[src/rtl/core/sdk_pkg.sv]
// ----------------------------------------------------------------------------
// sdk_pkg
// Shared types and constants for the save word keystream descrambler.
// ----------------------------------------------------------------------------
package sdk_pkg;

    localparam int WORD_W  = 16;
    localparam int TOTAL_W = 32;

    localparam logic [7:0]          KEY_MULT       = 8'hB0;
    localparam logic [WORD_W-1:0]   KEY_MOD        = 16'hFF53;
    // 2^16 mod KEY_MOD, used to fold the upper product bits back in
    localparam logic [7:0]          KEY_FOLD       = 8'hAD;
    // next key after reset: a zero key is forced to 1, and 1 * 0xB0 mod 0xFF53 is 0xB0
    localparam logic [WORD_W-1:0]   KEY_RESET_NEXT = 16'h00B0;

    typedef enum logic [2:0] {
        POS_HDR    = 3'd0,
        POS_SEED   = 3'd1,
        POS_SUM_LO = 3'd2,
        POS_SUM_HI = 3'd3,
        POS_BODY   = 3'd4
    } t_pos;

    typedef struct packed {
        logic load;
        logic step;
        logic clear;
    } t_key_ctrl;

endpackage

[src/rtl/core/sdk_key_gen.sv]
// ----------------------------------------------------------------------------
// sdk_key_gen
// Keystream register. Holds the key that the next scrambled word will use,
// so the data path reads it straight from a flop.
// ----------------------------------------------------------------------------
module sdk_key_gen import sdk_pkg::*; (
    input  logic              i_clk,
    input  logic              i_rst_n,
    input  t_key_ctrl         i_ctrl,
    input  logic [WORD_W-1:0] i_seed,
    output logic [WORD_W-1:0] o_key
);

    logic [WORD_W-1:0] r_key;
    logic [WORD_W-1:0] n_key;

    // (k ? k : 1) * 0xB0 mod 0xFF53
    function automatic logic [WORD_W-1:0] next_key(input logic [WORD_W-1:0] k);
        logic [WORD_W-1:0] k1;
        logic [23:0]       prod;
        logic [16:0]       fold;
        logic [16:0]       red;
        k1   = (k == '0) ? 16'd1 : k;
        prod = 24'(k1) * 24'(KEY_MULT);
        fold = 17'(prod[23:16]) * 17'(KEY_FOLD) + 17'(prod[15:0]);
        red  = (fold >= 17'(KEY_MOD)) ? fold - 17'(KEY_MOD) : fold;
        return red[WORD_W-1:0];
    endfunction

    always_comb begin
        n_key = r_key;
        if (i_ctrl.clear) begin
            n_key = KEY_RESET_NEXT;
        end else if (i_ctrl.load) begin
            n_key = next_key(i_seed);
        end else if (i_ctrl.step) begin
            n_key = next_key(r_key);
        end
    end

    always_ff @(posedge i_clk) begin
        if (!i_rst_n) begin
            r_key <= KEY_RESET_NEXT;
        end else begin
            r_key <= n_key;
        end
    end

    assign o_key = r_key;

endmodule

[src/rtl/core/sdk_track.sv]
// ----------------------------------------------------------------------------
// sdk_track
// Word position, descramble and checksum tracking for one beat per cycle while i_fire is high.
// ----------------------------------------------------------------------------
module sdk_track import sdk_pkg::*; (
    input  logic               i_clk,
    input  logic               i_rst_n,
    input  logic               i_fire,
    input  logic [WORD_W-1:0]  i_word,
    input  logic               i_final,
    input  logic [WORD_W-1:0]  i_key,
    output t_key_ctrl          o_key_ctrl,
    output logic [WORD_W-1:0]  o_word,
    output logic [TOTAL_W-1:0] o_sum_computed,
    output logic [TOTAL_W-1:0] o_sum_stored,
    output logic               o_sum_match
);

    t_pos               r_pos;
    t_pos               n_pos;
    logic [WORD_W-1:0]  r_sum_lo;
    logic [WORD_W-1:0]  r_sum_hi;
    logic [TOTAL_W-1:0] r_total;
    logic [WORD_W-1:0]  n_sum_lo;
    logic [WORD_W-1:0]  n_sum_hi;
    logic [TOTAL_W-1:0] n_total;
    logic [WORD_W-1:0]  res;

    always_comb begin
        res      = i_word;
        n_sum_lo = r_sum_lo;
        n_sum_hi = r_sum_hi;
        n_total  = r_total;
        case (r_pos)
            POS_HDR, POS_SEED: begin
                res = i_word;
            end
            POS_SUM_LO: begin
                res      = i_word ^ i_key;
                n_sum_lo = res;
            end
            POS_SUM_HI: begin
                res      = i_word ^ i_key;
                n_sum_hi = res;
            end
            POS_BODY: begin
                res     = i_word ^ i_key;
                n_total = r_total + TOTAL_W'(res[7:0]) + TOTAL_W'(res[15:8]);
            end
            default: begin
                res = i_word;
            end
        endcase
        n_pos = (r_pos == POS_BODY) ? POS_BODY : t_pos'(r_pos + 3'd1);
    end

    always_comb begin
        o_key_ctrl.load  = i_fire && (r_pos == POS_SEED);
        o_key_ctrl.step  = i_fire && (r_pos == POS_SUM_LO || r_pos == POS_SUM_HI
                                      || r_pos == POS_BODY);
        o_key_ctrl.clear = i_fire && i_final;
    end

    assign o_word         = res;
    assign o_sum_computed = n_total;
    assign o_sum_stored   = {n_sum_hi, n_sum_lo};
    assign o_sum_match    = i_final && (n_total == {n_sum_hi, n_sum_lo});

    always_ff @(posedge i_clk) begin
        if (!i_rst_n) begin
            r_pos    <= POS_HDR;
            r_sum_lo <= '0;
            r_sum_hi <= '0;
            r_total  <= '0;
        end else if (i_fire) begin
            if (i_final) begin
                r_pos    <= POS_HDR;
                r_sum_lo <= '0;
                r_sum_hi <= '0;
                r_total  <= '0;
            end else begin
                r_pos    <= n_pos;
                r_sum_lo <= n_sum_lo;
                r_sum_hi <= n_sum_hi;
                r_total  <= n_total;
            end
        end
    end

endmodule

[src/rtl/core/save_word_keystream_descrambler.sv]
// ----------------------------------------------------------------------------
// save_word_keystream_descrambler
// Descrambles a save image word by word and checks its byte checksum.
// ----------------------------------------------------------------------------
// Takes one 16-bit word beat per cycle when not stalled and returns one result
// beat per word via the input beat register and the result beat register. Words 0
// and 1 pass through, word 1 seeds the key, later words are XORed with the key
// stream; words 2 and 3 give the stored sum and the bytes of words 4 on are
// summed. The beat flagged final carries both sums and the match flag, and
// the next word starts a new image. The rate is set by the key register loop,
// which computes the following key in the same cycle that a word consumes one.
module save_word_keystream_descrambler import sdk_pkg::*; (
    input  logic               i_clk,
    input  logic               i_rst_n,
    input  logic               i_in_valid,
    output logic               o_in_stall,
    input  logic [WORD_W-1:0]  i_word_in,
    input  logic               i_final_word,
    output logic               o_out_valid,
    input  logic               i_out_stall,
    output logic [WORD_W-1:0]  o_word_out,
    output logic               o_is_last,
    output logic [TOTAL_W-1:0] o_sum_computed,
    output logic [TOTAL_W-1:0] o_sum_stored,
    output logic               o_sum_match
);

    logic               r_in_valid;
    logic [WORD_W-1:0]  r_in_word;
    logic               r_in_final;
    logic               r_out_valid;
    logic [WORD_W-1:0]  r_out_word;
    logic               r_out_last;
    logic [TOTAL_W-1:0] r_out_computed;
    logic [TOTAL_W-1:0] r_out_stored;
    logic               r_out_match;

    logic               advance;
    t_key_ctrl          key_ctrl;
    logic [WORD_W-1:0]  key;
    logic [WORD_W-1:0]  res_word;
    logic [TOTAL_W-1:0] res_computed;
    logic [TOTAL_W-1:0] res_stored;
    logic               res_match;

    assign advance    = r_in_valid && (!r_out_valid || !i_out_stall);
    assign o_in_stall = r_in_valid && !advance;

    sdk_key_gen u_key_gen (
        .i_clk   (i_clk),
        .i_rst_n (i_rst_n),
        .i_ctrl  (key_ctrl),
        .i_seed  (r_in_word),
        .o_key   (key)
    );

    sdk_track u_track (
        .i_clk          (i_clk),
        .i_rst_n        (i_rst_n),
        .i_fire         (advance),
        .i_word         (r_in_word),
        .i_final        (r_in_final),
        .i_key          (key),
        .o_key_ctrl     (key_ctrl),
        .o_word         (res_word),
        .o_sum_computed (res_computed),
        .o_sum_stored   (res_stored),
        .o_sum_match    (res_match)
    );

    // input beat register
    always_ff @(posedge i_clk) begin
        if (!i_rst_n) begin
            r_in_valid <= 1'b0;
        end else if (!o_in_stall) begin
            r_in_valid <= i_in_valid;
        end
    end

    always_ff @(posedge i_clk) begin
        if (!o_in_stall && i_in_valid) begin
            r_in_word  <= i_word_in;
            r_in_final <= i_final_word;
        end
    end

    // result beat register
    always_ff @(posedge i_clk) begin
        if (!i_rst_n) begin
            r_out_valid <= 1'b0;
        end else if (advance) begin
            r_out_valid <= 1'b1;
        end else if (!i_out_stall) begin
            r_out_valid <= 1'b0;
        end
    end

    always_ff @(posedge i_clk) begin
        if (advance) begin
            r_out_word     <= res_word;
            r_out_last     <= r_in_final;
            r_out_computed <= res_computed;
            r_out_stored   <= res_stored;
            r_out_match    <= res_match;
        end
    end

    assign o_out_valid    = r_out_valid;
    assign o_word_out     = r_out_word;
    assign o_is_last      = r_out_last;
    assign o_sum_computed = r_out_computed;
    assign o_sum_stored   = r_out_stored;
    assign o_sum_match    = r_out_match;

    a_key_in_range: assert property (@(posedge i_clk) disable iff (!i_rst_n)
        key < KEY_MOD)
        else $error("key out of range");

    a_match_on_last: assert property (@(posedge i_clk) disable iff (!i_rst_n)
        o_out_valid && o_sum_match |-> o_is_last)
        else $error("sum match on a beat that is not last");

    a_key_restart: assert property (@(posedge i_clk) disable iff (!i_rst_n)
        advance && r_in_final |=> key == KEY_RESET_NEXT)
        else $error("key not restarted after last beat");

    a_advance_fills: assert property (@(posedge i_clk) disable iff (!i_rst_n)
        advance |=> o_out_valid)
        else $error("result beat lost");

endmodule

[config.mk]
export PLATFORM = sky130hd
export DESIGN_NAME = save_word_keystream_descrambler
export DESIGN_NICKNAME = d
export VERILOG_FILES = /design/src/rtl/core/sdk_pkg.sv /design/src/rtl/core/sdk_key_gen.sv /design/src/rtl/core/sdk_track.sv /design/src/rtl/core/save_word_keystream_descrambler.sv
export SDC_FILE = /design/constraint.sdc
export NUM_CORES = 1
export LEC_CHECK = 0
export BUFFER_PORTS_ARGS = -buffer_cell sky130_fd_sc_hd__buf_2
export CORE_ASPECT_RATIO = 2
export CORE_MARGIN = 2
export CORE_UTILIZATION = 40
export DETAILED_ROUTE_END_ITERATION = 8
export SLEW_MARGIN = 20
export SYNTH_ARGS = -nofsm -noshare
export SYNTH_HDL_FRONTEND = slang
export SYNTH_SLANG_ARGS = --single-unit
[constraint.sdc]
create_clock -name i_clk -period 9.24 [get_ports i_clk]
set_input_delay 0.462 -clock i_clk [delete_from_list [all_inputs] [get_ports i_clk]]
set_output_delay 0.462 -clock i_clk [all_outputs]
set_load 0.02 [all_outputs]
==> results.yml <==
run_status:
  status: "complete, no violations"
floorplanning:
  core_mm2: 0.0399
  row_count: 104
  ioPinCount: 105
  dieWidth_um: 146
  dieArea_mm2: 0.0420
  die_h_um: 288
  start_util_pct: 40.3
yosys:
  synth_edf_count: 99
  synth_cell_type_count: 85
  yosys_warnings: 0
  seq_area_frac_synth_pct: 29.0
  synth.largest_area_cell: "edfxtp_1"
  ys_seq_elements: 184
  avgSynthCellArea_um2: 9.33
  synth.top_cells.by_count: "inv_1 (199), ha_1 (167), nand2_1 (113)"
  syn_nets: 1998
  synth.cell_area_mm2: 0.0161
  synthTopCellsByArea: "edfxtp_1 (18%), ha_1 (13%), dfxtp_1 (11%), fa_1 (10%), xnor2_1 (5.9%)"
  ys.flop_type: "edfxtp_1"
  synth_top_area_share_pct: 18.5
  synthCells: 1727
  synth_most_common_cell: "inv_1"
  async_flop_share_pct: 0
setup_path:
  critPathArrivalTime_ps: 9220
  cpMaxStageDelayCell: "fa_1"
  cp.required_ps: 9580
  start_kind: "register"
  critPathLaunch: "r_in_word[11]"
  critical-path-max-stage-delay_ps: 540
  reg2reg_depth: 35
  crit_type: "reg -> reg"
  end_kind: "register"
  r2r_end: "u_key_gen.o_key[10]"
  r2r_start: "r_in_word[11]"
  crit_path_end: "u_key_gen.o_key[10]"
  crit_path_max_fanout: 7
  rrSetupSlack_ps: 370
finish:
  drive_gt1_share_pct: 14.3
  nNetsFinal: 2090
  area_delta_synth_final_pct: 12.1
  insertedDiodeCount: 0
  final_area_mm2: 0.0181
routing:
  ant_nets: 0
  wl_met3_um: 1860
  viasPerCell: 5.30
  top_layer_used: "met4"
  initialDrtViolationCount: 1006
  wl_met2_um: 20500
  drc: 0
  wirelength_met1_um: 19300
  wl_per_cell_um: 18.0
  vias: 12530
  totalWireLength_um: 42600
  drtPass1Iterations: 5
place:
  gp_congestion: 0.880
  place_area_mm2: 0.0173
  port_buffers: 104
  hpwl_um: 33100
global_routing:
  grt_pass1_wl_um: 66200
  grt_max_degree: 72
  grt_usage_pct: 20.1
  grt_pass1_vias: 11944
  antenna_found_initial: 0
  overflow: 0
sta:
  finClkSkew_ps: 15.4
  fmax_mhz: 113
  slew_headroom_pct: 30.7
  fin_crit_ps: 8870
  worstMarginPinSlew_ps: 1040
  finalCritPeriodShare_pct: 96.0
  hold_violations: 0
  drv_slew: 0
  setup_viol: 0
  fin_hold_ws_ps: 182
worst_hold_path:
  hold_class: "in -> reg"
  worstHoldStart: "i_word_in[6]"
clocking:
  cts_made_buffers: 17
  clkLatencyLatePin_ps: 460
  clk_path_buf_depth: 2
  htreeDepth: 4
  clk_root_buffer_cell: "clkbuf_16"
  cts_tree: "done"
  clk_pin_slew_ps: 60
  cts-hold-fix-buffers: 0
  cts_sinks: 184
job:
  maxCapViolCount: 0
==> area by class of cell <==
type	count	area (um2)
Inverter	199	749
Sequential cell	184	4670
Clock buffer	21	460
Multi-Input combinational cell	1261	10500
Tap cell	530	663
Fill cell	3907	21900
Clock inverter	11	101
Timing Repair Buffer	156	911
==> timing repair <==
item                       CTS  global route
gates resized for setup      1            26
pin swaps                    0             7
setup buffers                0             8
setup endpoints to repair    1            15
==> kinds of logic after synthesis <==
logic type               Yosys count  synth area share, %
AND/OR/NAND/NOR                  460                 15.0
multiplexers                      23                 1.73
flip-flops                       184                 29.0
buffers and inverters            282                 6.82
XOR/XNOR                         169                 9.19
AO/OA/AOI/OAI                    359                 15.0
adder cells (fa/ha/maj)          250                 23.3
==> per-stage QoR <==
stage	util (%)	std cells	worst slack [ps]	TNS (ps)
6_report	45.2	2362	368	0
3_5_place_dp	43.3	2322	80.4	0
4_1_cts	44.7	2354	94.2	0
3_3_place_gp	43.3	2322	209	0
5_1_grt	45.2	2362	-177	-944
2_1_floorplan	-	1727	896	0
==> critical path, delay by kind of cell, from the launching register on <==
kind	cells	cell delay [ps]
adders and majority gates	8	3000
and+or+nand+nor	11	2620
buffers and inverters	5	350
AOI/OAI and AO/OA	10	2210
DFF	1	410
xor gates and xnor gates	1	160
==> sequential cells by signal (all words and copies together), names as in the netlist <==
register and flops:
o_sum_computed 32, o_sum_stored 32, u_track.r_total 32, o_word_out 16, r_in_word 16, u_key_gen.o_key 16
u_track.r_sum_hi 16, u_track.r_sum_lo 16, u_track.r_pos 3, o_is_last 1, o_out_valid 1, o_sum_match 1
r_in_final 1, r_in_valid 1
==> worst min-delay path by stage <==
stage / to / slack [ps] / depth (start not counted)
2_1_floorplan: o_out_valid / 470 / 2
3_3_place_gp: u_track.r_pos[1] / 490 / 2
3_5_place_dp: u_track.r_sum_lo[0] / 520 / 2
4_1_cts: r_in_word[12] / 160 / 1
5_1_grt: r_in_word[14] / 180 / 1
6_report: r_in_word[6] / 180 / 1
==> cell usage in the layout (no fill, tap or decap), drive strengths merged, types with 17 or more instances in the layout <==
| cell type | synthesis | layout |
|---|---|---|
| inv | 199 | 206 |
| ha | 167 | 167 |
| buf | 18 | 156 |
| nand2 | 113 | 113 |
| xnor2 | 108 | 108 |
| edfxtp | 99 | 99 |
| nor2 | 89 | 89 |
| dfxtp | 85 | 85 |
| a21oi | 84 | 84 |
| fa | 83 | 83 |
| o21ai | 79 | 79 |
| xor2 | 61 | 61 |
| nor2b | 59 | 59 |
| a22oi | 46 | 46 |
| nand3 | 36 | 36 |
| nor3 | 35 | 35 |
| and2 | 25 | 25 |
| clkbuf | 65 | 21 |
| nor4 | 19 | 19 |
| and3 | 18 | 18 |
| o21a | 18 | 18 |
| o211ai | 17 | 17 |
==> per-layer routing <==
metal	vias to the layer above	global-route usage, %
li1	6164	-
met1	6001	26.9
met2	317	33.5
met3	48	2.79
met4	0	6.23
met5	-	0
Power is left out: the tool's default activity adds up to more than one toggle a clock period on the data nets, which glitch-free logic cannot reach.
